[src/soec_pkg.sv]
// soec_pkg: shared constants, register indexes and payload types of the
// sobel orientation edge classifier; depends on nothing
package soec_pkg;

  localparam int MAX_WIDTH_DEFAULT = 1024;
  localparam int HEIGHT_LIMIT      = 1024;
  localparam int DIM_FLOOR         = 8;
  localparam int THRESH_LOW        = 24;
  localparam int THRESH_HIGH       = 110;
  localparam int THRESH_RESET      = 64;
  localparam int DIM_RESET         = 1024;
  localparam int CFG_W             = 11;
  localparam int THRESH_W          = 7;
  localparam int COORD_W           = 10;
  localparam int GRAD_W            = 10;

  typedef enum logic [1:0] {
    REG_IMAGE_WIDTH    = 2'd0,
    REG_IMAGE_HEIGHT   = 2'd1,
    REG_EDGE_THRESHOLD = 2'd2
  } reg_index_t;

  typedef struct packed {
    logic [COORD_W-1:0] column;
    logic [COORD_W-1:0] row;
  } coord_t;

  typedef struct packed {
    logic [GRAD_W-1:0] right;
    logic [GRAD_W-1:0] left;
    logic [GRAD_W-1:0] lower;
    logic [GRAD_W-1:0] upper;
  } sums_t;

  function automatic int unsigned clamp_u(int unsigned v, int unsigned lo, int unsigned hi);
    return (v < lo) ? lo : ((v > hi) ? hi : v);
  endfunction

  function automatic logic [GRAD_W-1:0] weigh(logic [7:0] a, logic [7:0] b, logic [7:0] c);
    return {2'b00, a} + {1'b0, b, 1'b0} + {2'b00, c};
  endfunction

endpackage

[src/soec_window.sv]
// soec_window: window columns, line store write-back and the weighted sums
// stage; depends on soec_pkg
module soec_window (
  input  logic             clk,
  input  logic             rst,
  input  logic             s1_valid,
  input  logic             s1_emit,
  input  logic [7:0]       s1_pixel,
  input  soec_pkg::coord_t s1_coord,
  input  logic [15:0]      rd_data,
  output logic             advance,
  output logic [15:0]      wr_data,
  output logic             s2_valid,
  output soec_pkg::sums_t  s2_sums,
  output soec_pkg::coord_t s2_coord,
  input  logic             s2_ready
);

  logic [23:0] win0;
  logic [23:0] win1;
  logic [7:0]  top;
  logic [7:0]  mid;
  logic [23:0] cur;

  assign top     = rd_data[15:8];
  assign mid     = rd_data[7:0];
  assign cur     = {top, mid, s1_pixel};
  assign wr_data = {mid, s1_pixel};
  assign advance = s1_valid && (!s2_valid || s2_ready);

  always_ff @(posedge clk) begin
    if (rst) begin
      win0     <= '0;
      win1     <= '0;
      s2_valid <= 1'b0;
    end else if (advance) begin
      win0     <= win1;
      win1     <= cur;
      s2_valid <= s1_emit;
    end else if (s2_ready) begin
      s2_valid <= 1'b0;
    end
  end

  always_ff @(posedge clk) begin
    if (advance) begin
      s2_coord      <= s1_coord;
      s2_sums.right <= soec_pkg::weigh(top, mid, s1_pixel);
      s2_sums.left  <= soec_pkg::weigh(win0[23:16], win0[15:8], win0[7:0]);
      s2_sums.lower <= soec_pkg::weigh(win0[7:0], win1[7:0], s1_pixel);
      s2_sums.upper <= soec_pkg::weigh(win0[23:16], win1[23:16], top);
    end
  end

endmodule

[config.mk]
export PLATFORM = sky130hd
export DESIGN_NAME = soec_window
export DESIGN_NICKNAME = d
export VERILOG_FILES = /design/src/soec_pkg.sv /design/src/soec_window.sv
export SDC_FILE = /design/constraint.sdc
export NUM_CORES = 1
export LEC_CHECK = 0
export BUFFER_PORTS_ARGS = -buffer_cell sky130_fd_sc_hd__buf_2
export CORE_MARGIN = 2
export CORE_UTILIZATION = 29
export DETAILED_ROUTE_END_ITERATION = 7
export SLEW_MARGIN = 20
export SYNTH_ARGS = -nofsm -noshare
export SYNTH_HDL_FRONTEND = slang
export SYNTH_SLANG_ARGS = --single-unit
[constraint.sdc]
create_clock -name clk -period 6.3 [get_ports clk]
set_input_delay 0.63 -clock clk [delete_from_list [all_inputs] [get_ports clk]]
set_output_delay 0.63 -clock clk [all_outputs]
set_load 0.05 [all_outputs]
# Word level (Yosys, flattened, before mapping)
# Index checks and enable logic that the tools add are counted.
# totals
output_inout_bits	78
word_cells	23
ff_bits	109
in_bits	49
# classes
addsub	8
muxes	2
reduce_logical	4
# op_table
op	count
10-bit by 8-bit adder with 10-bit output	4
8-bit by 9-bit adder with 10-bit output	4
1-bit 2-to-1 mux	2
2-bit nonzero test	1
1-bit logical AND	1
1-bit zero test	1
1-bit logical OR	1

# Logic depth before layout (Yosys ltp)
# Gate-level depths: netlist of run 1.
# logic_depth
depth_word	4
ltp_mapped	9
mapped_depth_nobuf	9

# Worst setup path after synthesis of run 1
# No wires, ideal clock.
# synth_timing
path_type	input to register
start	input rd_data[9]
end	register s2_sums[9] in the netlist's numbering, data pin
path_slack_ps	3439
setup_time_ps	270
arrival_ps	2590
stages	9
required_ps	6030
cell_sequence	inv_1 > fa_1 > inv_1 > ha_1 > fa_1 > a211oi_2 > o21bai_1 > a2111oi_1 > a21oi_1
# synth_via
elab_chain_len	1
# synth_lines
item	line_no	text
from (decl)	soec_window.sv:10	input logic [15:0] rd_data,
10-bit by 8-bit adder with 10-bit output	soec_pkg.sv:40	return {2'b00, a} + {1'b0, b, 1'b0} + {2'b00, c};
to (decl)	soec_window.sv:14	output soec_pkg::sums_t s2_sums,
# No other way between the ends.
# A chain may end at the register's enable or synchronous reset.

# Worst setup path after layout of run 1
# Same ends and word-level chain as after synthesis.

==> results.cfg, run 1 <==
[run_status]
outcome = finished, final reports clean

[timing]
hold_violations = 0
fin_crit_sh_pct = 44.2
slew_violations = 0
fin_crit_ns = 2.78
tns_ns = 0
setup_viol = 0
rsz0062_at_grt = false
tightest_slew_ns = 0.931
clock.fmax_mhz = 359
finalClockSkew_ns = 0.00611
slew_headroom_pct = 37.9

[placement]
hpwl_mm = 8.42
io_buffers = 126
dp_cells = 806
dpl-instance-area_mm2 = 0.00620
gp_congestion = 0.763

[drt]
drc_errors = 0
routed_wl_mm = 11.7
ant_nets = 0
drtIter0Drc = 194
vias = 3681
firstDrtPassIters = 4
vias_per_cell = 4.48
wl_per_cell_um = 14.2

[yosys]
synth_seq_cells = 109
ys_seq_area_share_pct = 51.0
yosysMostFrequentCell = nand2_1
synth_nets = 592
avgSynthCellArea_um2 = 11.5
ys_top_cells_by_count = 102 x nand2_1, 73 x a21oi_1, 60 x edfxtp_1, 49 x dfxtp_1, 36 x ha_1
synthesis.area_mm2 = 0.00546
syn_inst = 475
netlist-cell-type-count = 27
yosysTopAreaCell = edfxtp_1
synth_top_area_share_pct = 33.0
synthTopCellsByArea = edfxtp_1 33%, dfxtp_1 18%, fa_1 12%
yosys_warnings = 0
synth_edf_count = 60
ys.flop_type = edfxtp_1
synthArstFlopShare_pct = 0

[global_route]
grt_pass1_wl_mm = 18.2
grt_pass1_vias = 3448
grt_use_total_pct = 11.9
antenna_found_initial = 0
grt_max_degree = 72
grt_overflow = 0

[setup_path]
crit_type = in2reg
critPathLaunchType = primary input
crit_arrival_ns = 2.88
rrSetupSlack_ns = 3.60
rr_endpoint = s2_sums[9]
cp_max_fo = 3
r2r_cells = 9
rr_startpoint = win0[17]
crit_required_ns = 6.39
critPathCaptureType = flip-flop

[floorplanning]
io_pins = 127
start_util_pct = 29.4
dieArea_mm2 = 0.0199
core_area_mm2 = 0.0186
die_width_um = 141
fp.dieH_um = 141
fp-row-count = 50

[clocking]
cts_resized = 0
cts_buffer_depth = 2
root_buffer = clkbuf_16
clk_latency_ns = 0.35
clock-sinks = 109
htree_levels = 3
cts_tree = built
hold_buffers = 0
cts_made_buffers = 9
postCtsSetupBuffers = 0
cts.clk_slew.worst_paths_ns = 0.08

[power_and_ir_drop]
vdd_ir_drop_max_mv = 0.108
power.density_mw_per_mm2 = 290
p_leak_uw = 0.00278
report.power.total_uw = 1880

[min_path]
hp-start = s1_coord[16]
hold_class = in2reg
holdPathStages = 1
holdPathEnd = s2_coord[16]

[cells_and_area]
area_growth_pct = 18.9
final_nets = 700
stdcell_count = 822
drive_gt1_share_pct = 25.3
diodes = 0
design_area_mm2 = 0.00649

[flow_run]
cap_violations = 0
state kept, by name, summed over array words and instances (netlist names):
signal    cells
s2_coord     20
win0         24
win1         24
s2_valid      1
s2_sums      40
cell type report:
type | instances | area (um^2)
sequential | 109 | 2780
clock buffer | 11 | 254
inverter | 21 | 81.3
timing repair buffer | 128 | 646
multi-input combinational | 314 | 2400
tap | 234 | 293
clock inverter | 5 | 38.8
fill | 1899 | 12100
routing by layer:
| metal | GRT usage, % | routed length (um) | vias up |
|---|---|---|---|
| li1 | - | - | 1839 |
| met3 | 2.82 | 670 | 13 |
| met2 | 18.8 | 5440 | 112 |
| met1 | 15.9 | 5370 | 1717 |
| met5 | 0 | 0 | - |
| met4 | 4.58 | 188 | 0 |
cells by family after synthesis:
| logic type | synth area share, % |
|---|---|
| AO/OA/AOI/OAI | 12.4 |
| XOR/XNOR | 3.85 |
| adder cells (fa/ha/maj) | 20.0 |
| buffers and inverters | 5.16 |
| flip-flops | 51.0 |
| AND/OR/NAND/NOR | 7.65 |
worst max-delay path, stage by stage:
cell	delay (ns)
buf_2	0.12
inv_1	0.06
fa_1	0.53
inv_1	0.04
ha_1	0.22
fa_1	0.44
a211oi_2	0.24
o21bai_1	0.11
a2111oi_1	0.39
a21oi_1	0.07
layout by cell type (no fill, tap or decap):
master and n:
xor2_1 8, o2111ai_1 1, clkbuf_1 1, inv_1 20, buf_4 2, o21a_1 7, o21ai_1 1, a2111oi_2 2
a21oi_1 73, a31o_1 1, ha_1 36, a2111oi_1 1, or3_1 3, xnor2_1 16, nand2b_1 1, nand3_1 2
clkbuf_16 10, dfxtp_1 49, a211oi_2 3, inv_6 1, edfxtp_1 60, o21bai_1 6, nand2_1 102, inv_4 3
a21o_1 6, o22ai_1 3, clkinv_4 2, buf_2 126, o21ai_0 10, fa_1 32
report_power, final:
part           internal (uW)  total [uW]  leakage (uW)  switching, uW
clock                    296         569      0.000146            273
combinational            137         469       0.00165            331
sequential               823         846      0.000991           22.4
through the flow:
step	hold slack (ns)	setup WS [ns]	util, %
after floorplan	0.432	3.44	-
after global placement	0.441	3.19	33.4
after detailed placement	0.442	3.15	33.4
after CTS	0.426	3.53	34.9
after global routing	0.432	3.41	34.9
final	0.444	3.52	34.9
how the worst max path moves through the flow:
| stage | from | to | cells past startpoint |
|---|---|---|---|
| final | rd_data[9] | s2_sums[9] | 10 |
| after global routing | rd_data[9] | s2_sums[9] | 10 |
| after CTS | rd_data[9] | s2_sums[9] | 10 |
| after detailed placement | rd_data[9] | s2_sums[9] | 10 |
| after global placement | rd_data[9] | s2_sums[9] | 10 |
| after floorplan | rd_data[9] | s2_sums[9] | 9 |
Power figures use the tool's default switching activity.
==> run 2: changes to the inputs <==
--- a/config.mk
+++ b/config.mk
@@ -5,6 +5,7 @@
 export SDC_FILE = /design/constraint.sdc
 export NUM_CORES = 1
 export LEC_CHECK = 0
+export ABC_AREA = 1
 export BUFFER_PORTS_ARGS = -buffer_cell sky130_fd_sc_hd__buf_2
 export CORE_MARGIN = 2
 export CORE_UTILIZATION = 29
==> constraint.sdc (replaced) <==
create_clock -name clk -period 2.4 [get_ports clk]
set_input_delay 0.24 -clock clk [delete_from_list [all_inputs] [get_ports clk]]
set_output_delay 0.24 -clock clk [all_outputs]
set_load 0.05 [all_outputs]
==> run 2 against run 1 <==
Synthesized cell count rose by 19%. Combinational power rose to 2.8 times the previous value. Sequential power rose to 2.6 times the previous value. Sequential share of layout area fell by 2.6 points. Critical path depth rose by 1. Worst setup slack got worse by 3.4 ns. Largest power group unchanged. Cell count rose by 16%.
==> results.cfg, run 2 <==
[power_and_ir_drop]
power.density_mw_per_mm2 = 717
report.power.total_uw = 4950
p_leak_uw = 0.00316
vdd_ir_drop_max_mv = 0.306

[yosys]
synth_nets = 684
avgSynthCellArea_um2 = 10.3
synthArstFlopShare_pct = 0
yosysMostFrequentCell = nand2_1
ys_seq_area_share_pct = 47.9
synth_top_area_share_pct = 31.0
synthesis.area_mm2 = 0.00581
syn_inst = 567
netlist-cell-type-count = 25
synthTopCellsByArea = edfxtp_1 31%, dfxtp_1 17%, fa_1 11%
synth_edf_count = 60
yosysTopAreaCell = edfxtp_1
ys.flop_type = edfxtp_1
yosys_warnings = 0
ys_top_cells_by_count = 169 x nand2_1, 60 x edfxtp_1, 52 x inv_1, 49 x dfxtp_1, 37 x a21oi_1
synth_seq_cells = 109

[setup_path]
cp_max_fo = 3
crit_required_ns = 2.51
worst_path_largest_cell_delay_ns = 0.51
cp_top_family = adder cells
critPathLaunchType = flip-flop
path_common_cell = nand2_1
path_buf_inv = 2
crit_type = reg2reg
crit_slowest_cell = fa_1
critPathCaptureType = flip-flop
cp_cell_sequence = inv_1, fa_1, inv_1, ha_1, fa_2, nand2_1, nand2_1, nand3b_1, nand2_1, nand2_1, nand2_1
crit_arrival_ns = 2.37

[timing]
tightest_slew_ns = 0.660
clock.fmax_mhz = 443
rsz0062_at_grt = false
final.setup.worst_slack_ns = 0.145
slew_violations = 0
slew_headroom_pct = 56.0
fin_crit_sh_pct = 94.0
fin_crit_ns = 2.26
tns_ns = 0
hold_violations = 0
finalClockSkew_ns = 0.00950
setup_viol = 0

[drt]
met1_length_mm = 5.95
wl_per_cell_um = 12.8
routed_wl_mm = 12.1
met3WireLength_um = 588
drtIter0Drc = 256
firstDrtPassIters = 4
vias = 3971
met2_length_mm = 5.41
ant_nets = 0
drc_errors = 0
vias_per_cell = 4.18
top_layer_used = met4

[cells_and_area]
drive_gt1_share_pct = 29.1
fillers = 1994
layout_common_cells = 169 x nand2_1, 126 x buf_2, 60 x edfxtp_1
largest_register_ffs = 40
reg_top3 = s2_sums: 40 flops, win0: 24 flops, win1: 24 flops
final_nets = 797
layout_commonest_cell = nand2_1
final_util_pct = 35.2
area_growth_pct = 18.8
diodes = 0
design_area_mm2 = 0.00690
top_register = s2_sums

[floorplanning]
core_area_mm2 = 0.0196
io_pins = 127
start_util_pct = 29.7
dieArea_mm2 = 0.0212
fp-row-count = 51
die_width_um = 146
fp.dieH_um = 146

[min_path]
hold_class = in2reg

[placement]
hpwl_mm = 9.14
dpl-instance-area_mm2 = 0.00663
preCtsSetupSlack_ns = 0.0381
gp_congestion = 0.770
io_buffers = 126

[clocking]
root_buffer = clkbuf_16
cts.clk_slew.worst_paths_ns = 0.08
cts_made_buffers = 9
clock-sinks = 109
cts_tree = built
clk_latency_ns = 0.35
postCtsSetupBuffers = 0
cts_buffer_depth = 2
htree_levels = 3

[global_route]
grt_max_degree = 54
grt_use_total_pct = 11.8
grt_pass1_wl_mm = 19.7
grt_pass1_vias = 3814
antenna_found_initial = 0
grt_overflow = 0

[flow_run]
cap_violations = 0

[run_status]
outcome = finished, final reports clean
## run 2: cell types whose count changed in the layout (fill, tap and decap cells not counted), moves of 15 or more
cell | before | now
nand2_2 | 0 | 20
inv_1 | 20 | 51
a21oi_2 | 0 | 19
nor2_1 | 0 | 15
nand2_1 | 102 | 169
a21oi_1 | 73 | 37
nand3_1 | 2 | 18
## run 2: final cells by class
type / count / area, um^2 / share of cell area [%]
clock buffers: 10 / 229 / 3.32
flip-flops and latches: 109 / 2780 / 40.3
multi-input cells: 375 / 2600 / 37.6
inverters: 53 / 204 / 2.95
well taps: 265 / 332 / 4.80
clock inverters: 6 / 45.0 / 0.652
repair buffers: 132 / 713 / 10.3
## run 2: worst register-to-register path, stage by stage (launching register included)
cell and delay, ns:
dfxtp_1 0.31, inv_1 0.08, fa_1 0.51, inv_1 0.04, ha_1 0.22, fa_2 0.36
nand2_1 0.08, nand2_1 0.10, nand3b_1 0.12, nand2_1 0.09, nand2_1 0.08, nand2_1 0.05
## run 2: final timing paths
| path | start | to | slack (ns) | cells after the start |
|---|---|---|---|---|
| max | win0[17] | s2_sums[7] | 0.14 | 11 |
| min reg2reg | win1[11] | win0[11] | 0.47 | 2 |
| max reg2reg | win0[17] | s2_sums[7] | 0.14 | 11 |
| min | s1_coord[16] | s2_coord[16] | 0.05 | 1 |
## run 2: layer usage
| metal | vias up | GRT usage [%] |
|---|---|---|
| li1 | 2048 | - |
| met4 | 0 | 4.02 |
| met3 | 12 | 2.79 |
| met2 | 97 | 18.3 |
| met1 | 1814 | 16.1 |
| met5 | - | 0 |
## run 2: kinds of logic after synthesis
kind of cell    count (synthesis)  synth area share (%)
compound gates                 61                  6.95
xor+xnor                       12                  1.81
fa+ha+maj                      68                  18.8
buf+inv                        83                  7.51
flops                         109                  47.9
simple gates                  234                  17.1
## run 2: report_power, final
group | switching, uW | internal [uW]
Clock | 701 | 712
Sequential | 66.5 | 2170
Combinational | 931 | 375
Total | 1700 | 3250
## run 2: repair_timing
| item | CTS | global route |
|---|---|---|
| hold buffers | 0 | 0 |
| endpoints found under the setup margin | 0 | 6 |
| gates resized for setup | 0 | 3 |
## run 2: stage by stage
step | hold slack (ns) | cells
final | 0.0538 | 950
after global routing | 0.0412 | 950
after CTS | 0.0405 | 950
after detailed placement | 0.418 | 934
after global placement | 0.417 | 934
after floorplan | 0.339 | 567
==> run 3: changes to the inputs <==
--- a/config.mk
+++ b/config.mk
@@ -10,6 +10,7 @@
 export CORE_MARGIN = 2
 export CORE_UTILIZATION = 29
 export DETAILED_ROUTE_END_ITERATION = 7
+export PLACE_DENSITY_LB_ADDON = 0.2
 export SLEW_MARGIN = 20
 export SYNTH_ARGS = -nofsm -noshare
 export SYNTH_HDL_FRONTEND = slang
==> run 3 against run 2 <==
Global-route usage up 0.33 points. Cell area down 0.40%. Highest routed layer unchanged. Largest cell class unchanged. Cell count unchanged. Fmax down 0.17%. Critical path type unchanged.
==> results.cfg, run 3 (synthesis gave the netlist of run 2 again) <==
[run_status]
outcome = finished, final reports clean

[placement]
hpwl_mm = 9.51
io_buffers = 126
gp_congestion = 0.797
dp_cells = 934

[setup_path]
crit_required_ns = 2.51
rr_startpoint = win0[17]
crit_type = reg2reg
critPathCaptureType = flip-flop
rr_endpoint = s2_sums[9]
r2r_cells = 11
crit_arrival_ns = 2.37
cp_max_fo = 3
critPathLaunchType = flip-flop
rrSetupSlack_ns = 0.14

[floorplanning]
dieArea_mm2 = 0.0212
core_area_mm2 = 0.0196
fp.dieH_um = 146
die_width_um = 146
start_util_pct = 29.7
fp-row-count = 51
io_pins = 127

[timing]
clock.fmax_mhz = 443
tightest_slew_ns = 0.559
finalClockSkew_ns = 0.00650
hold_violations = 0
slew_violations = 0
tns_ns = 0
fin_crit_sh_pct = 94.1
setup_viol = 0
rsz0062_at_grt = false
fin_crit_ns = 2.26
slew_headroom_pct = 62.7

[clocking]
cts_tree = built
clk_latency_ns = 0.35
htree_levels = 3
postCtsSetupBuffers = 0
root_buffer = clkbuf_16
cts.clk_slew.worst_paths_ns = 0.07
cts_made_buffers = 9
clock-sinks = 109
cts_buffer_depth = 2

[global_route]
grt_pass1_vias = 4053
grt_pass1_wl_mm = 20.3
antenna_found_initial = 0
grt_max_degree = 54
grt_overflow = 0
grt_use_total_pct = 12.1

[power_and_ir_drop]
power.density_mw_per_mm2 = 716
vdd_ir_drop_max_mv = 0.267
p_leak_uw = 0.00314

[flow_run]
cap_violations = 0

[cells_and_area]
reg_top3 = s2_sums: 40 flops, win0: 24 flops, win1: 24 flops
area_growth_pct = 18.3
drive_gt1_share_pct = 28.8
fillers = 2004
stdcell_count = 950
largest_register_ffs = 40
layout_commonest_cell = nand2_1
top_register = s2_sums
layout_common_cells = 169 x nand2_1, 126 x buf_2, 60 x edfxtp_1
final_nets = 797
final_util_pct = 35.1
diodes = 0

[min_path]
hold_class = in2reg
hp-start = s1_coord[16]
holdPathStages = 1
holdPathEnd = s2_coord[16]

[drt]
ant_nets = 0
routed_wl_mm = 12.5
vias = 4072
drc_errors = 0
wl_per_cell_um = 13.1
firstDrtPassIters = 4
vias_per_cell = 4.29
drtIter0Drc = 195
[run 3: changes by cell type in the layout (fill, tap and decap cells not counted)]
cell        previous run  this run
buf_12                 3         1
buf_4                  3         5
clkinv_1               0         2
clkinv_2               1         0
clkinvlp_2             1         0
clkinvlp_4             0         2
fa_1                  30        29
fa_2                   2         3
inv_1                 51        52
inv_2                  1         0
inv_6                  3         1
[run 3: worst max-delay path by stage]
stage	startpoint	end	slack, ns	cells past startpoint
6_report	win0[17]	s2_sums[9]	0.14	11
2_1_floorplan	win0[1]	s2_sums[29]	0.26	11
3_3_place_gp	rd_data[9]	s2_sums[9]	0.03	12
4_1_cts	win0[17]	s2_sums[9]	0.07	11
5_1_grt	win0[1]	s2_sums[27]	0.002	11
3_5_place_dp	rd_data[9]	s2_sums[9]	-0.01	12
[run 3: cell type report]
class | instances | area (um^2) | share of cell area, %
clock buffer | 10 | 229 | 3.33
clock inverter | 6 | 40.0 | 0.582
inverter | 53 | 204 | 2.97
multi-input combinational | 375 | 2600 | 37.8
sequential | 109 | 2780 | 40.5
tap | 265 | 332 | 4.82
timing repair buffer | 132 | 688 | 10.0
[run 3: worst max-delay path, cell delays in order (launching register included)]
cell,delay (ns)
dfxtp_1,0.31
inv_1,0.08
fa_1,0.52
inv_1,0.04
ha_1,0.22
fa_2,0.36
nand2_1,0.08
nand2_1,0.10
nand3b_1,0.12
nand2_1,0.08
nand2_1,0.07
nand2_1,0.05
[run 3: power by group]
group          internal, uW  switching [uW]  total [uW]
sequential             2170            65.3        2230
clock                   702             685        1390
combinational           372             935        1310
total                  3240            1690        4930
[run 3: what timing repair did]
action	4_1_cts	5_1_grt
setup endpoints to repair	0	6
endpoints found under the hold margin	0	0
resized for setup	0	3
hold buffers	0	0
[run 3: per-layer routing]
metal	track usage (%)	part of all wire, %
met1	15.2	46
met2	20.4	47
met3	2.45	4.3
met4	5.05	2.2
met5	0	0
[run 3: per-stage QoR]
stage / total power (uW) / setup slack, ns / instance area, um^2 / hold slack, ns
6_report: 4930 / 0.141 / 6880 / 0.0593
5_1_grt: 5210 / 0.00227 / 6880 / 0.0431
4_1_cts: 5010 / 0.0713 / 6870 / 0.0425
3_5_place_dp: 3600 / -0.0102 / 6600 / 0.419
3_3_place_gp: 3590 / 0.0344 / 6600 / 0.417
2_1_floorplan: 3280 / 0.262 / 5810 / 0.339
