<file path="config.mk">
export PLATFORM = sky130hd
export DESIGN_NAME = soec_classify
export DESIGN_NICKNAME = d
export VERILOG_FILES = /design/src/soec_pkg.sv /design/src/soec_classify.sv
export SDC_FILE = /design/constraint.sdc
export NUM_CORES = 1
export LEC_CHECK = 0
export BUFFER_PORTS_ARGS = -buffer_cell sky130_fd_sc_hd__buf_2
export CAP_MARGIN = 5
export CORE_ASPECT_RATIO = 0.9
export CORE_MARGIN = 2
export CORE_UTILIZATION = 55
export DETAILED_ROUTE_END_ITERATION = 7
export GPL_TIMING_DRIVEN = 0
export PLACE_DENSITY = 0.86
export SLEW_MARGIN = 20
export SYNTH_ARGS = -nofsm -noshare
export SYNTH_HDL_FRONTEND = slang
export SYNTH_SLANG_ARGS = --single-unit
</file>
<file path="constraint.sdc">
create_clock -name clk -period 3.86 [get_ports clk]
set_input_delay 0.579 -clock clk [delete_from_list [all_inputs] [get_ports clk]]
set_output_delay 0.579 -clock clk [all_outputs]
set_load 0.05 [all_outputs]
</file>
<file path="src/soec_pkg.sv">
// soec_pkg: shared constants, register indexes and payload types of the
// sobel orientation edge classifier; depends on nothing
package soec_pkg;

  localparam int MAX_WIDTH_DEFAULT = 1024;
  localparam int HEIGHT_LIMIT      = 1024;
  localparam int DIM_FLOOR         = 8;
  localparam int THRESH_LOW        = 24;
  localparam int THRESH_HIGH       = 110;
  localparam int THRESH_RESET      = 64;
  localparam int DIM_RESET         = 1024;
  localparam int CFG_W             = 11;
  localparam int THRESH_W          = 7;
  localparam int COORD_W           = 10;
  localparam int GRAD_W            = 10;

  typedef enum logic [1:0] {
    REG_IMAGE_WIDTH    = 2'd0,
    REG_IMAGE_HEIGHT   = 2'd1,
    REG_EDGE_THRESHOLD = 2'd2
  } reg_index_t;

  typedef struct packed {
    logic [COORD_W-1:0] column;
    logic [COORD_W-1:0] row;
  } coord_t;

  typedef struct packed {
    logic [GRAD_W-1:0] right;
    logic [GRAD_W-1:0] left;
    logic [GRAD_W-1:0] lower;
    logic [GRAD_W-1:0] upper;
  } sums_t;

  function automatic int unsigned clamp_u(int unsigned v, int unsigned lo, int unsigned hi);
    return (v < lo) ? lo : ((v > hi) ? hi : v);
  endfunction

  function automatic logic [GRAD_W-1:0] weigh(logic [7:0] a, logic [7:0] b, logic [7:0] c);
    return {2'b00, a} + {1'b0, b, 1'b0} + {2'b00, c};
  endfunction

endpackage

</file>
<file path="src/soec_classify.sv">
// soec_classify: absolute gradients, edge flags and the output word register;
// depends on soec_pkg
module soec_classify (
  input  logic                            clk,
  input  logic                            rst,
  input  logic                            s2_valid,
  input  soec_pkg::sums_t                 s2_sums,
  input  soec_pkg::coord_t                s2_coord,
  output logic                            s2_ready,
  input  logic [soec_pkg::THRESH_W-1:0]   threshold,
  output logic                            out_valid,
  input  logic                            out_ready,
  output logic [soec_pkg::COORD_W-1:0]    center_column,
  output logic [soec_pkg::COORD_W-1:0]    center_row,
  output logic                            horizontal_edge,
  output logic                            vertical_edge,
  output logic [soec_pkg::GRAD_W-1:0]     vertical_gradient,
  output logic [soec_pkg::GRAD_W-1:0]     horizontal_gradient
);

  logic                          s3_valid;
  logic                          s3_adv;
  logic [soec_pkg::GRAD_W-1:0]   s3_gx;
  logic [soec_pkg::GRAD_W-1:0]   s3_gy;
  soec_pkg::coord_t              s3_coord;
  logic [soec_pkg::GRAD_W:0]     gx2;
  logic [soec_pkg::GRAD_W:0]     gy2;
  logic [soec_pkg::GRAD_W-1:0]   t_ext;

  assign s3_adv   = s3_valid && (!out_valid || out_ready);
  assign s2_ready = !s3_valid || s3_adv;
  assign gx2      = {s3_gx, 1'b0};
  assign gy2      = {s3_gy, 1'b0};
  assign t_ext    = soec_pkg::GRAD_W'(threshold);

  always_ff @(posedge clk) begin
    if (rst) begin
      s3_valid <= 1'b0;
    end else if (s2_valid && s2_ready) begin
      s3_valid <= 1'b1;
    end else if (s3_adv) begin
      s3_valid <= 1'b0;
    end
  end

  always_ff @(posedge clk) begin
    if (s2_valid && s2_ready) begin
      s3_coord <= s2_coord;
      s3_gx    <= (s2_sums.right >= s2_sums.left) ? s2_sums.right - s2_sums.left
                                                  : s2_sums.left - s2_sums.right;
      s3_gy    <= (s2_sums.lower >= s2_sums.upper) ? s2_sums.lower - s2_sums.upper
                                                   : s2_sums.upper - s2_sums.lower;
    end
  end

  always_ff @(posedge clk) begin
    if (rst) begin
      out_valid <= 1'b0;
    end else if (s3_adv) begin
      out_valid <= 1'b1;
    end else if (out_ready) begin
      out_valid <= 1'b0;
    end
  end

  always_ff @(posedge clk) begin
    if (s3_adv) begin
      center_column       <= s3_coord.column;
      center_row          <= s3_coord.row;
      vertical_gradient   <= s3_gy;
      horizontal_gradient <= s3_gx;
      horizontal_edge     <= (s3_gy > t_ext) && (gy2 >= {1'b0, s3_gx});
      vertical_edge       <= (s3_gx > t_ext) && (gx2 >= {1'b0, s3_gy});
    end
  end

endmodule

</file>
=== Word-level counts from Yosys, hierarchy flattened ===
Index checks and enable logic that the tools add are counted.

* Register bits after elaboration: 84
* Input bits: 71
* Output and inout bits: 44

* $add $sub $neg: 4
* $lt $le $gt $ge: 6
* Muxes and demuxes: 6
* Reduce and logical (&&, ||, !) cells: 10

{| class="wikitable"
|+ Operators with widths
! kind !! count
|-
| $sub 10x10->10 || 4
|-
| $ge 11x10->1 || 2
|-
| $ge 10x10->1 || 2
|-
| $gt 10x7->1 || 2
|-
| $mux 10 || 2
|-
| $logic_and 1x1->1 || 4
|-
| $mux 1 || 4
|-
| $reduce_bool 2->1 || 2
|-
| $logic_not 1->1 || 2
|-
| $logic_or 1x1->1 || 2
|}

=== Longest topological paths before layout ===
Gate-level depths: netlist of the first run.

* Word-level depth: 6
* Depth in mapped cells: 10
* Mapped depth without buffers: 9

=== Worst setup path after synthesis of the first run ===
No wires, ideal clock.

* Path type: reg2reg
* Start: register out_valid
* End: register center_column[0] (netlist name) (enable)
* Library setup time: 0.446 ns
* Arrival: 2.597 ns
* Data required time: 3.414 ns
* Path slack: 0.817 ns
* Cell stages (with the launch flop): 3
* Buffers on the path: 0
* Clock period less this slack: 3.043 ns
* Cell sequence: dfxtp_1 > nor2b_1 > nor2b_1

* Cells in the longest elaborated chain, start to end: 3

{| class="wikitable"
|+ Ends and longest elaborated chain
! element !! line !! text
|-
| start, declared || soec_classify.sv:11 || <nowiki>output logic out_valid,</nowiki>
|-
| start signal, assigned || soec_classify.sv:58 || <nowiki>out_valid <= 1'b0;</nowiki>
|-
| start signal, assigned || soec_classify.sv:60 || <nowiki>out_valid <= 1'b1;</nowiki>
|-
| start signal, assigned || soec_classify.sv:62 || <nowiki>out_valid <= 1'b0;</nowiki>
|-
| $logic_not 1->1 || soec_classify.sv:30 || <nowiki>assign s3_adv = s3_valid && (!out_valid || out_ready);</nowiki>
|-
| $logic_or 1x1->1 || soec_classify.sv:30 ||
|-
| $logic_and 1x1->1 || soec_classify.sv:30 ||
|-
| named net s3_adv || soec_classify.sv:22 || <nowiki>logic s3_adv;</nowiki>
|-
| end signal, assigned || soec_classify.sv:68 || <nowiki>center_column <= s3_coord.column;</nowiki>
|-
| end, declared || soec_classify.sv:13 || <nowiki>output logic [soec_pkg::COORD_W-1:0] center_column,</nowiki>
|}

The timed path passes the listed nets, and every way through them passes these cells.
A chain may end at the register's enable or synchronous reset.

=== Worst setup path after layout of the first run ===
* Start: input s2_sums[27] (netlist name)
* End: register s3_gx[6] (netlist name), data pin

* Cells in the longest elaborated chain, start to end: 2

{| class="wikitable"
|+ Ends and longest elaborated chain
! element !! line !! text
|-
| start, declared || soec_classify.sv:7 || <nowiki>input soec_pkg::sums_t s2_sums,</nowiki>
|-
| $ge 10x10->1 || soec_classify.sv:49 || <nowiki>s3_gx <= (s2_sums.right >= s2_sums.left) ? s2_sums.right - s2_sums.left</nowiki>
|-
| $mux 10 || soec_classify.sv:49 ||
|-
| end signal, assigned || soec_classify.sv:49 ||
|-
| end, declared || soec_classify.sv:23 || <nowiki>logic [soec_pkg::GRAD_W-1:0] s3_gx;</nowiki>
|}

No other way between the ends.

==> results of run 1 <==
-- through the flow --
step / area [sq um] / std cells / setup WS, ps / utilization
after detailed placement: 5960 / 682 / 1190 / 0.653
after floorplan: 5170 / 444 / 817 / -
after CTS: 6160 / 698 / 1570 / 0.675
after global placement: 5890 / 680 / 96.5 / 0.646
final: 6160 / 698 / 1530 / 0.675
after global routing: 6160 / 698 / 1430 / 0.675
-- cells in the final DEF (no fill, tap or decap), drive strengths merged, types with 4 or more instances in the layout --
master  instances
nand3           7
buf           127
xor2           10
edfxtp         82
a21oi          30
nand2          12
o21bai          7
mux2i          16
o21ai          14
clkbuf         10
fa              4
inv            83
xnor2           6
nor2b           9
nand4           5
ha             70
o21a            6
nor2           11
a21o           11
-- logic make-up (layout without fill, tap and decap cells) --
| logic type | count (synthesis) | in the layout | synth area share |
|---|---|---|---|
| buf+inv | 92 | 224 | 0.0731 |
| mux | 16 | 16 | 0.0310 |
| flops | 84 | 84 | 0.484 |
| simple gates | 62 | 62 | 0.0661 |
| fa+ha+maj | 74 | 74 | 0.185 |
| compound gates | 100 | 100 | 0.134 |
| xor+xnor | 16 | 16 | 0.0271 |
-- area by class of cell --
cell class,instances,share of cell area
Sequential cell,84,0.406
Multi-Input combinational cell,268,0.373
Timing Repair Buffer,116,0.102
Inverter,81,0.0494
Tap cell,122,0.0248
Clock buffer,10,0.0207
Buffer,11,0.0120
Clock inverter,6,0.0118
-- layer usage --
layer | vias up | wire length (um)
li1 | 1833 | -
met2 | 137 | 5020
met3 | 8 | 711
met4 | 0 | 65
met1 | 1752 | 4790
met5 | - | 0
-- worst max-delay path: cells and delay by family --
kind	cells	cell delay [ps]
fa+ha+maj	1	300
simple gates	1	210
mux	1	290
compound gates	3	660
buf+inv	3	280
xor+xnor	1	90
-- sequential cells by signal, indices dropped and copies added, names as in the netlist --
signal and cells:
s3_gx 10, vertical_edge 1, s3_valid 1, horizontal_edge 1, out_valid 1, s3_gy 10, center_column 10, center_row 10
s3_coord 20, horizontal_gradient 10, vertical_gradient 10
-- power groups by stage --
| stage | Sequential [mW] | Clock (mW) | Combinational, mW |
|---|---|---|---|
| floorplan | 1.26 | 0 | 0.388 |
| global placement | 1.19 | 0 | 0.623 |
| detailed placement | 1.19 | 0 | 0.662 |
| CTS | 1.17 | 0.629 | 0.666 |
| global route | 1.18 | 0.674 | 0.747 |
| finish | 1.17 | 0.618 | 0.667 |
-- worst max-delay path by stage --
stage                      endpoint        start  slack (ps)
3_5_place_dp               s3_gx[6]  s2_sums[27]        1190
2_1_floorplan      center_column[0]    out_valid         820
5_1_grt                    s3_gy[8]   s2_sums[3]        1430
4_1_cts                    s3_gx[6]  s2_sums[27]        1570
6_report                   s3_gx[6]  s2_sums[27]        1530
3_3_place_gp   vertical_gradient[0]    out_ready         100
==> results summary, run 1 <==
The flow ran to the end, and the final reports show no timing, DRC or antenna violations. The number of sinks handled by clock tree synthesis came out at 84. The proportion of power drawn by the clock network is 0.252.

The area growth from synthesis to layout is 19.1%. The largest individual stage delay along the critical path comes from the cell a221o_2. The maximum fanout along the worst path came out at 8. The later pin in the worst-skew pair is clocked with a latency of 350 ps. The number of design-rule violations left by the first detailed-router iteration came out at 205.

The critical path in this run is classified as in -> reg. The synthesis warning total came out at 0. The count of buffers inserted at the top-level ports is 114.

The H-tree generated during clock tree synthesis spans 3 levels. The number of storage elements in the synthesis netlist came out at between 80 and 90. The minimum period implied by the final worst setup slack is 2330 ps. In the global route stage, met3 resource usage came out at 0.0589. The detailed-route via count came out at ~3700. The path depth of the worst reg2reg path came out at 5. The total count of hold-check failures in the final report came out at 0. The net total in the final layout came out at 716. After global routing the overflow that remains totals 0. The synthesized netlist cell count came out at 444. Of the available clock period, the critical path in the final layout requires 0.604.

TritonCTS built the clock tree. The post-synthesis cell type count is between 50 and 60. By count the netlist is led by 82 x edfxtp_1, 81 x inv_1, 70 x ha_1, 28 x a21oi_1, 16 x mux2i_1. The overall power of the completed layout is about 2.5 mW. The boundary pin count came out at ~120.

Sorting the synthesized cells by area gives the leading types as edfxtp_1 48%, ha_1 17%, inv_1 5.9%. The number of clock buffers added by TritonCTS is 9. Walking the worst path, the cells encountered are buf_2 -> inv_1 -> ha_1 -> buf_6 -> a21oi_4 -> o21bai_1 -> a221o_2 -> nor2_8 -> mux2i_1 -> xor2_1. After routing, the total negative slack on setup checks comes to 0 ps. Of the total power, the share spent switching nets is 0.313. The post-cts repair resize count is 0. Between clock sinks in the finished design, the worst skew comes to approximately 7.6 ps.

The kind of launch point of the worst setup path is an input pin. The launch instance of the worst register-to-register path is s3_gx[5]. The worst-case hold path end point is s3_valid.

The most common cell in the synthesized netlist is edfxtp_1. The worst-case headroom to the max-slew limit is 0.600. Of all flip-flops after synthesis, the portion carrying an async set or reset was 0. The height of the chip is roughly 96 um. The share of synthesized area occupied by flip-flops and latches is 0.484.

After clock tree synthesis, the clock-pin slew on the worst setup and hold paths is 80 ps. The multi-input combinational cells in the finished layout cover a total of 2300 sq um. At the end of routability-driven placement, the weighted congestion stood at 0.873. The mapped netlist covers 5170 sq um. In this run, post-CTS hold repair placed 0 buffers. In this design, the stage delay of the slowest critical-path cell is about 470 ps. The max-slew violation total from the final report came out at 0. The number of stages on the worst hold path came out at 2. The initial antenna violation count came out at 0. The data arrival time of the critical path came out at 2430 ps. The deepest clock path buffer count came out at 2. At the pin with the least slew margin, the transition time is 599 ps.

The main flop type after synthesis is edfxtp_1. The reported max-cap violation count came out at 0. The met1 track demand over resource in global routing came out at 0.278. The final setup violation count came out at 0. The layer flagged by global routing as most heavily used is met2. The fraction of post-synthesis cell area in the top cell type by area is 0.476. The biggest area contributor in the post-synthesis netlist is edfxtp_1. The pin count of the biggest net entering global routing is 23.

Counting the fill cells in the layout gives roughly 700. The sort of element at the end of the critical path is a flop. For this run, design rule violations remaining after detail routing come to 0.

The total routed wirelength is between 10000 and 15000 um. The area enclosed by the die boundary is between 10000 and 15000 sq um. The total core area is ~9100 sq um. Summed over all cells, the static leakage comes to 2.94 nW. CTS placed an instance of clkbuf_8 at the clock tree root. The startpoint identified for the worst hold timing path is rst. The via count of the first global-routing pass is ~3700. Setup repair after global routing left no endpoint under its margin. The total setup buffers inserted after CTS is 0. The fraction of final layout cells sized beyond drive strength 1 is 0.269. The first detailed-routing pass ran for 5 iterations. The maximum clock rate came out at 0.429 GHz.

VDD sags by at most 196 uV. Averaged over all synthesized cells, the footprint is between 10 and 15 sq um. The worst hold slack across all endpoints came out at between 300 and 400 ps. 0 antenna diodes ended up in the layout. The floorplan has 33 rows. The post-synth net total is 589. The setup slack of the worst register-to-register path came out at approximately 1800 ps. The chip width came out at 106 um. After legalization and detailed placement, the total HPWL measured about 8400 um. The total power density per cell area came out at 398 nW/um^2. The endpoint identified for the worst register-to-register timing path is vertical_edge. The wire length per cell after detailed routing came out at approximately 15 um. The switching power of the nets is ~770 uW. The starting density of the core came out at 0.567.

Cell internal power was estimated by the tool at around 1.7 mW. The synthesized design contains between 80 and 90 enable-type register cells. The count of nets left with antenna violations after detail routing is 0.

The wire length of the first global-routing pass came out at around 17000 um. The power share of the sequential group is 0.476. The worst endpoint required time is a little under 4000 ps. The sequential cells in the finished layout cover a total of about 2500 sq um. The mean number of vias per cell is 5.34.

The proportion of power drawn by combinational gates came out at 0.272. The worst hold-check path type is in -> reg. In the global route stage, met2 resource usage came out at 0.375.

The global routing usage summed across all routing layers came out at 0.216.
(Power assumes the default switching activity.)
==> run 2, diff against run 1 <==
CORE_UTILIZATION = 50   (was 55)
PLACE_DENSITY = 0.82   (was 0.86)
clock period = 1.9 ns   (was 3.86 ns; I/O delays follow)
==> run 2 against run 1 <==
  * Count of clock-buffer cells in the layout decreased by 1
  * Sequential share of layout area is 3.9 points lower
  * Power increased by 130%
  * Clock power grew to 2.6 times the previous value
  * Non-clock buffer count rose by 29
  * Core utilization shrank 0.36 points
  * Combinational power rose to 2.5 times the previous value
  * Clock skew up 2.0 ps
  * Cell count increased by 5.2%
  * Register-to-register slack lost 1800 ps
  * First-iteration DRC count up 22%
  * Sequential cell count unchanged
  * Critical endpoint is now vertical_edge
  * Highest routed layer unchanged
==> results summary, run 2 (synthesis results as in run 1) <==
The height of the chip came out at 100 um (+4.7%). The number of CTS-inserted buffers came out at 9 (unchanged). The overall power of the completed layout is 5.67 mW (+130%). The final setup violation count was 0 (unchanged).

The worst-case vdd ir drop is 629 uV (+220%). The detailed-route via count is 3926 (+5.3%). The worst hold-check path type is in -> reg. The wire length per cell after detailed routing came out at 15.9 um (+4.8%).

The mean number of vias per cell came to 5.35 (about the same). The number of sinks handled by clock tree synthesis came out at 84 (unchanged). The static power due to leakage is 3.13 nW (+6.5%). TritonCTS built the clock tree. The source-to-sink clock delay at the later pin of the worst-skew pair is 340 ps (about the same). The floorplan row count came out at 35 (+6.1%). The clock transition time at the flip-flop clock pins of the worst setup and hold paths is 70 ps (about the same). The count of hold buffers inserted by post-cts repair is 0 (unchanged). The net total in the final layout came out at 745 (+4.1%).

Setup repair after global routing could not meet its margin everywhere. The number of iterations in the first detailed-routing pass is 4 (-1). The startpoint of the tightest hold check path is rst. The library cell used most frequently in the layout, excluding fill and tap cells, is buf_2. The signal on the critical path passes through inv_1 -> ha_1 -> and4_1 -> a2111oi_2 -> a32oi_1 -> o311a_1. On the critical path, the stage with the largest delay is an instance of edfxtp_1. The met2 usage in global routing came to 0.333 (-0.0424).

STA classifies the critical path startpoint as a flop. The starting density of the core came out at 0.509 (-0.0577). The setup slack of the worst register-to-register path came out at 3 ps (-1830 ps). The via count of the first global-routing pass came out at 3713 (+0.92%). The DRC violations left is 0 (unchanged).

The minimum period implied by the final worst setup slack came out at between 1500 and 2000 ps. The area enclosed by the die boundary is 11200 sq um (+9.6%). The max-slew violation total from the final report is 0 (unchanged). The total count of hold-check failures in the final report came to 0 (unchanged). The total core area came out at 10200 sq um (+11%). The worst endpoint required time was 1980 ps (-1980 ps).

The reported max-cap violation count is 0 (unchanged). The count of antenna diodes in the layout is 0 (unchanged). The routability congestion estimate from global placement came out at 0.877 (+0.50%).

The multi-input combinational cell area came to 2610 sq um (+13%). The total routed wirelength is 11700 um (+10%). The chip width is 111 um (+4.7%). The leftover overflow at the end of global routing is 0 (unchanged). The boundary pin count is 115 (unchanged). In this run the clock root is driven by a clkbuf_16. The largest stage delay on the critical path came out at 450 ps (-20 ps). The deepest clock path buffer count came to 2 (unchanged). The path with the worst hold slack has its endpoint at s3_valid. The pin count of the biggest net entering global routing is 41 (+78%). The count of nets left with antenna violations after detail routing came out at 0 (unchanged). In this run the critical register-to-register path is captured at vertical_edge.

Leaving out fill and tap cells, the most frequent cells in the layout are 111 x buf_2, 82 x edfxtp_1, 73 x inv_1. The number of stages on the worst hold path came out at 2 (unchanged). The aggregate negative setup slack came out at 0 ps (unchanged). The flow ran to the end, and the final reports show no timing, DRC or antenna violations. The maximum fanout along the worst path came out at 4 (-4). In this run the critical register-to-register path is launched from s3_gy[8]. The initial antenna violation count came out at 0 (unchanged). The path depth of the worst reg2reg path came out at 6 (+1).

The count of buffers inserted at the top-level ports came to 114 (unchanged). The fraction of final layout cells sized beyond drive strength 1 came to 0.380 (+0.111). The classification of the worst setup path is reg -> reg. Counting flops per register, the top entry is s3_coord.

The fraction of the cycle the final worst path needs is 0.998. The sequential cell area is 2500 sq um (unchanged). The number of design-rule violations left by the first detailed-router iteration came out at 250 (+22%). The wire length of the first global-routing pass is 17600 um (+3.2%). The data arrival time of the critical path was 1980 ps (-450 ps). The total power density per cell area was 832 nW/um^2 (+110%). The worst setup path is captured at a flop. The estimated wirelength of the detail-placed design came out at 8310 um (-1.0%). The setup clock skew after layout is 9.60 ps (+1.99 ps).

The number of filler cells placed in the layout is 758 (+7.8%). The flip-flop count of the largest register after layout is 20 (unchanged). The worst-case headroom to the max-slew limit came to 0.571 (-0.0291). The global routing usage summed across all routing layers came to 0.199 (-0.0166). The met1 track demand over resource in global routing came out at 0.264 (-0.0130). The number of levels in the clock H-tree is 3 (unchanged). In this run the most used layer during global routing was met2. Based on the critical path, the design can be clocked at up to about 0.53 GHz.

The area growth from synthesis to layout came out at 31.9%. The met3 layer usage reported by global route is 0.0565 (-0.00238). The transition time of the tightest slew-check pin is 643 ps (+43.5 ps).
[run 2: repair_timing]
action	4_1_cts	5_1_grt
gates resized for setup	10	47
endpoints found under the setup margin	9	18
gates cloned	0	1
buffers inserted	10	24
pin swaps	9	21
hold endpoints to repair	0	0
[run 2: worst max path at each step]
| stage | endpoint | slack [ps] | start |
|---|---|---|---|
| after floorplan | center_column[0] | -340 | out_valid |
| after global placement | horizontal_gradient[0] | -530 | out_valid |
| after detailed placement | s3_gx[7] | -480 | s2_sums[30] |
| after CTS | s3_gx[5] | 0.3 | s2_sums[22] |
| after global routing | vertical_edge | -70 | s3_gy[8] |
| final | vertical_edge | 3 | s3_gy[8] |
[run 2: per-stage QoR]
stage	hold slack, ps	util	std cells	instance area [sq um]	worst slack (ps)
2_1_floorplan	357	-	444	5270	-338
3_3_place_gp	400	0.591	687	6000	-528
3_5_place_dp	405	0.594	688	6030	-475
4_1_cts	102	0.631	713	6410	0.349
5_1_grt	98.6	0.671	734	6820	-66.1
6_report	115	0.671	734	6820	2.99
[run 2: critical path: cells and delay by family (launching register included)]
family | cells | cell delay [ps]
fa+ha+maj | 1 | 240
flops | 1 | 450
simple gates | 1 | 240
compound gates | 3 | 620
buf+inv | 1 | 90
[run 2: metal layers]
| metal | share of wire | vias up |
|---|---|---|
| met3 | 0.065 | 13 |
| met1 | 0.44 | 1870 |
| met5 | 0 | - |
| met2 | 0.48 | 142 |
| li1 | - | 1901 |
| met4 | 0.0063 | 0 |
[run 2: area by class of cell]
class                      count  area share
clock buffer                   9      0.0330
tap                          129      0.0237
multi-input combinational    268       0.382
clock inverter                 7     0.00844
timing repair buffer         150       0.129
buffer                         6     0.00936
sequential                    84       0.367
inverter                      81      0.0475
[run 2: report_power, final]
| part | internal (mW) | switching (mW) | leakage, nW |
|---|---|---|---|
| sequential | 2.26 | 0.104 | 0.800 |
| clock | 0.905 | 0.722 | 0.136 |
| combinational | 0.748 | 0.938 | 2.19 |
| total | 3.91 | 1.76 | 3.13 |
==> run 3, diff against run 2 <==
PLACE_DENSITY = not set   (was 0.82)
PLACE_DENSITY_LB_ADDON = 0.08   (was not set)
==> run 3 against run 2 <==
  * The run now ends with negative setup slack left
  * Worst setup slack got worse by 5.2 ps
  * Critical endpoint is now s3_gy[8]
  * Count of clock-buffer cells in the layout grew 1
  * Cell count is 0.27% higher
  * Hold slack got worse by 0.69 ps
  * Combinational power shrank 3%
  * Via count shrank 2.1%
  * Die area unchanged
  * Highest routed layer unchanged
  * Core utilization rose by 0.30 points
==> results summary, run 3 (synthesis results as in run 1) <==
The pin count of the biggest net entering global routing came to 41 (unchanged). The flip-flop count of the largest register after layout is 20 (unchanged). The post-layout worst setup margin came out at -2.19 ps (-5.19 ps).

The cell area after layout was 6850 sq um (+0.44%). The DRC violations left came out at 0 (unchanged). By startpoint and endpoint, the worst setup path is classified as in -> reg. The number of CTS-inserted buffers came out at 9 (unchanged). The leftover overflow at the end of global routing came out at 0 (unchanged).

The switching portion of total power came out at 0.296 (-0.0145). The setup clock skew after layout is 6.77 ps (-2.83 ps). The setup slack of the worst register-to-register path came out at 40 ps (+40 ps). The wire length per cell after detailed routing is 14.7 um (-7.2%).

The worst register-to-register path ends at vertical_edge. The path depth of the worst reg2reg path is 5 (-1). The estimated wirelength of the detail-placed design is 7960 um (-4.3%).

The library cell used most frequently in the layout, excluding fill and tap cells, is buf_2. The final reports fail on negative setup slack. The total power density per cell area came out at 837 nW/um^2 (+0.59%). The routability congestion estimate from global placement is 0.863 (-1.6%). TritonCTS built the clock tree. The deepest clock path buffer count was 2 (unchanged). The transition time of the tightest slew-check pin came out at 529 ps (-114 ps). The number of sinks handled by clock tree synthesis came out at 84 (unchanged). The fraction of the cycle the final worst path needs is 1.00 (+0.00273). The power share of the sequential group came to 0.413 (-0.003). The instance area at placement is 6030 sq um (-0.12%). The final non-filler cell total came out at 736 (+0.27%). The maximum fanout along the worst path is 5 (+1). The switching power of the nets came out at 1.70 mW (-3.7%). The detailed-route via count is 3842 (-2.1%). The total core area is 10200 sq um (unchanged). The proportion of power drawn by combinational gates came out at 0.287 (-0.010). The via count of the first global-routing pass was 3593 (-3.2%). The global routing usage summed across all routing layers came to 0.188 (-0.0114). The minimum period implied by the final worst setup slack is 1900 ps (+5.19 ps).

The fraction of final layout cells sized beyond drive strength 1 was 0.374 (-0.00619). The worst setup path is captured at a flop. The worst-case hold path end point is s3_valid.

The setup slack at placement came out at -478 ps (-2.40 ps). The static power due to leakage came out at 3.14 nW (+0.32%). The origin of the worst setup path is s2_sums[2]. The max-slew violation total from the final report came to 0 (unchanged).

The worst endpoint required time is 1980 ps (about the same). The min-delay analysis places its worst path in the category in -> reg. The launch instance of the worst register-to-register path is s3_gx[5].

The tree is rooted in a clkbuf_16. The worst-case headroom to the max-slew limit is 0.647 (+0.0762). The final setup violation count is 1 (+1). The clock transition time at the flip-flop clock pins of the worst setup and hold paths is 60 ps (about the same). The worst hold slack across all endpoints came out at 114 ps (-0.692 ps). The floorplan row count came out at 35 (unchanged). The reported max-cap violation count came out at 0 (unchanged). The number of stages on the worst hold path is 2 (unchanged). The initial antenna violation count is 0 (unchanged). The count of buffers inserted at the top-level ports is 114 (unchanged). The total instance count after detailed placement is 688 (unchanged). The overall power of the completed layout is 5.73 mW (+1.0%). The maximum clock rate came out at 0.526 GHz (-0.27%).

The proportion of power drawn by the clock network was 0.301 (+0.014). More flip-flops sit in one register than any other, and that register is s3_coord. The boundary pin count is 115 (unchanged). The wire length of the first global-routing pass is 16800 um (-4.6%). The worst-case vdd ir drop is 682 uV (+8.4%). The number of design-rule violations left by the first detailed-router iteration is 212 (-15%).

Setup repair after global routing could not meet its margin everywhere. The number of iterations in the first detailed-routing pass came to 4 (unchanged). The number of filler cells placed in the layout was 807 (+6.5%). The worst setup path is launched from an input pin. The source-to-sink clock delay at the later pin of the worst-skew pair is 330 ps (about the same).

The total routed wirelength is 10900 um (-6.9%). The height of the chip is 100 um (unchanged). The starting density of the core came to 0.509 (unchanged). The chip width came out at 111 um (unchanged).

Leaving out fill and tap cells, the most frequent cells in the layout are 109 x buf_2, 82 x edfxtp_1, 75 x inv_1. The count of hold buffers inserted by post-cts repair was 0 (unchanged). The area enclosed by the die boundary is 11200 sq um (unchanged). The net total in the final layout is 747 (+0.27%). Compared with the post-synthesis result, the final layout area differs by 32.5%. The worst hold path begins at rst. The mean number of vias per cell is 5.22 (-2.4%). The run finished, with violations left.

The data arrival time of the critical path is 1990 ps (about the same). The internal portion of total power is 4.03 mW (+3.2%). The total count of hold-check failures in the final report came out at 0 (unchanged). The count of antenna diodes in the layout came out at 0 (unchanged).

The count of nets left with antenna violations after detail routing is 0 (unchanged). The number of levels in the clock H-tree was 3 (unchanged).
==> run 3: metal layers <==
metal,routed length (um),global-route usage
met5,0,0
met4,116,0.0598
met3,633,0.0403
met2,5060,0.298
met1,5040,0.262
==> run 3: per-stage QoR <==
step,utilization,TNS (ps)
after floorplan,-,-18930
after global placement,0.591,-29850
after detailed placement,0.593,-6730
after CTS,0.629,-2.75
after global routing,0.674,-260
final,0.674,-2.19
==> run 3: timing repair <==
action / in CTS / in global routing
setup endpoints to repair: 10 / 18
hold endpoints to repair: 0 / 0
pin swaps: 7 / 23
gates cloned: 0 / 0
gates resized for setup: 5 / 55
setup buffers: 7 / 29
==> run 3: area by class of cell <==
class,instances,area [sq um],share of cell area
Inverter,81,327,0.0477
Timing Repair Buffer,151,908,0.133
Multi-Input combinational cell,268,2580,0.377
Clock inverter,6,71.3,0.0104
Clock buffer,10,229,0.0334
Tap cell,129,161,0.0236
Buffer,7,71.3,0.0104
Sequential cell,84,2500,0.365
==> run 3: worst max-delay path by stage <==
stage / end / slack (ps) / depth (start not counted)
2_1_floorplan: center_column[0] / -340 / 2
3_3_place_gp: horizontal_gradient[2] / -560 / 2
3_5_place_dp: s3_gx[4] / -480 / 9
4_1_cts: s3_gx[4] / -3 / 9
5_1_grt: s3_gy[8] / -50 / 12
6_report: s3_gy[8] / -2 / 12
==> run 3: power by group through the flow <==
stage / clock (mW) / sequential [mW] / combinational (mW)
final: 1.72 / 2.37 / 1.64
after global routing: 1.84 / 2.38 / 1.81
after CTS: 1.75 / 2.37 / 1.42
after detailed placement: 0 / 2.42 / 1.36
after global placement: 0 / 2.41 / 1.31
after floorplan: 0 / 2.57 / 0.818
==> run 3: critical path, stage by stage <==
cell and delay, ps:
buf_2 110, inv_1 80, ha_4 200, buf_6 120, and3_4 180, nand4_1 100
o21bai_1 100, a211oi_2 220, buf_6 160, buf_6 130, mux2i_2 230, xor2_1 80
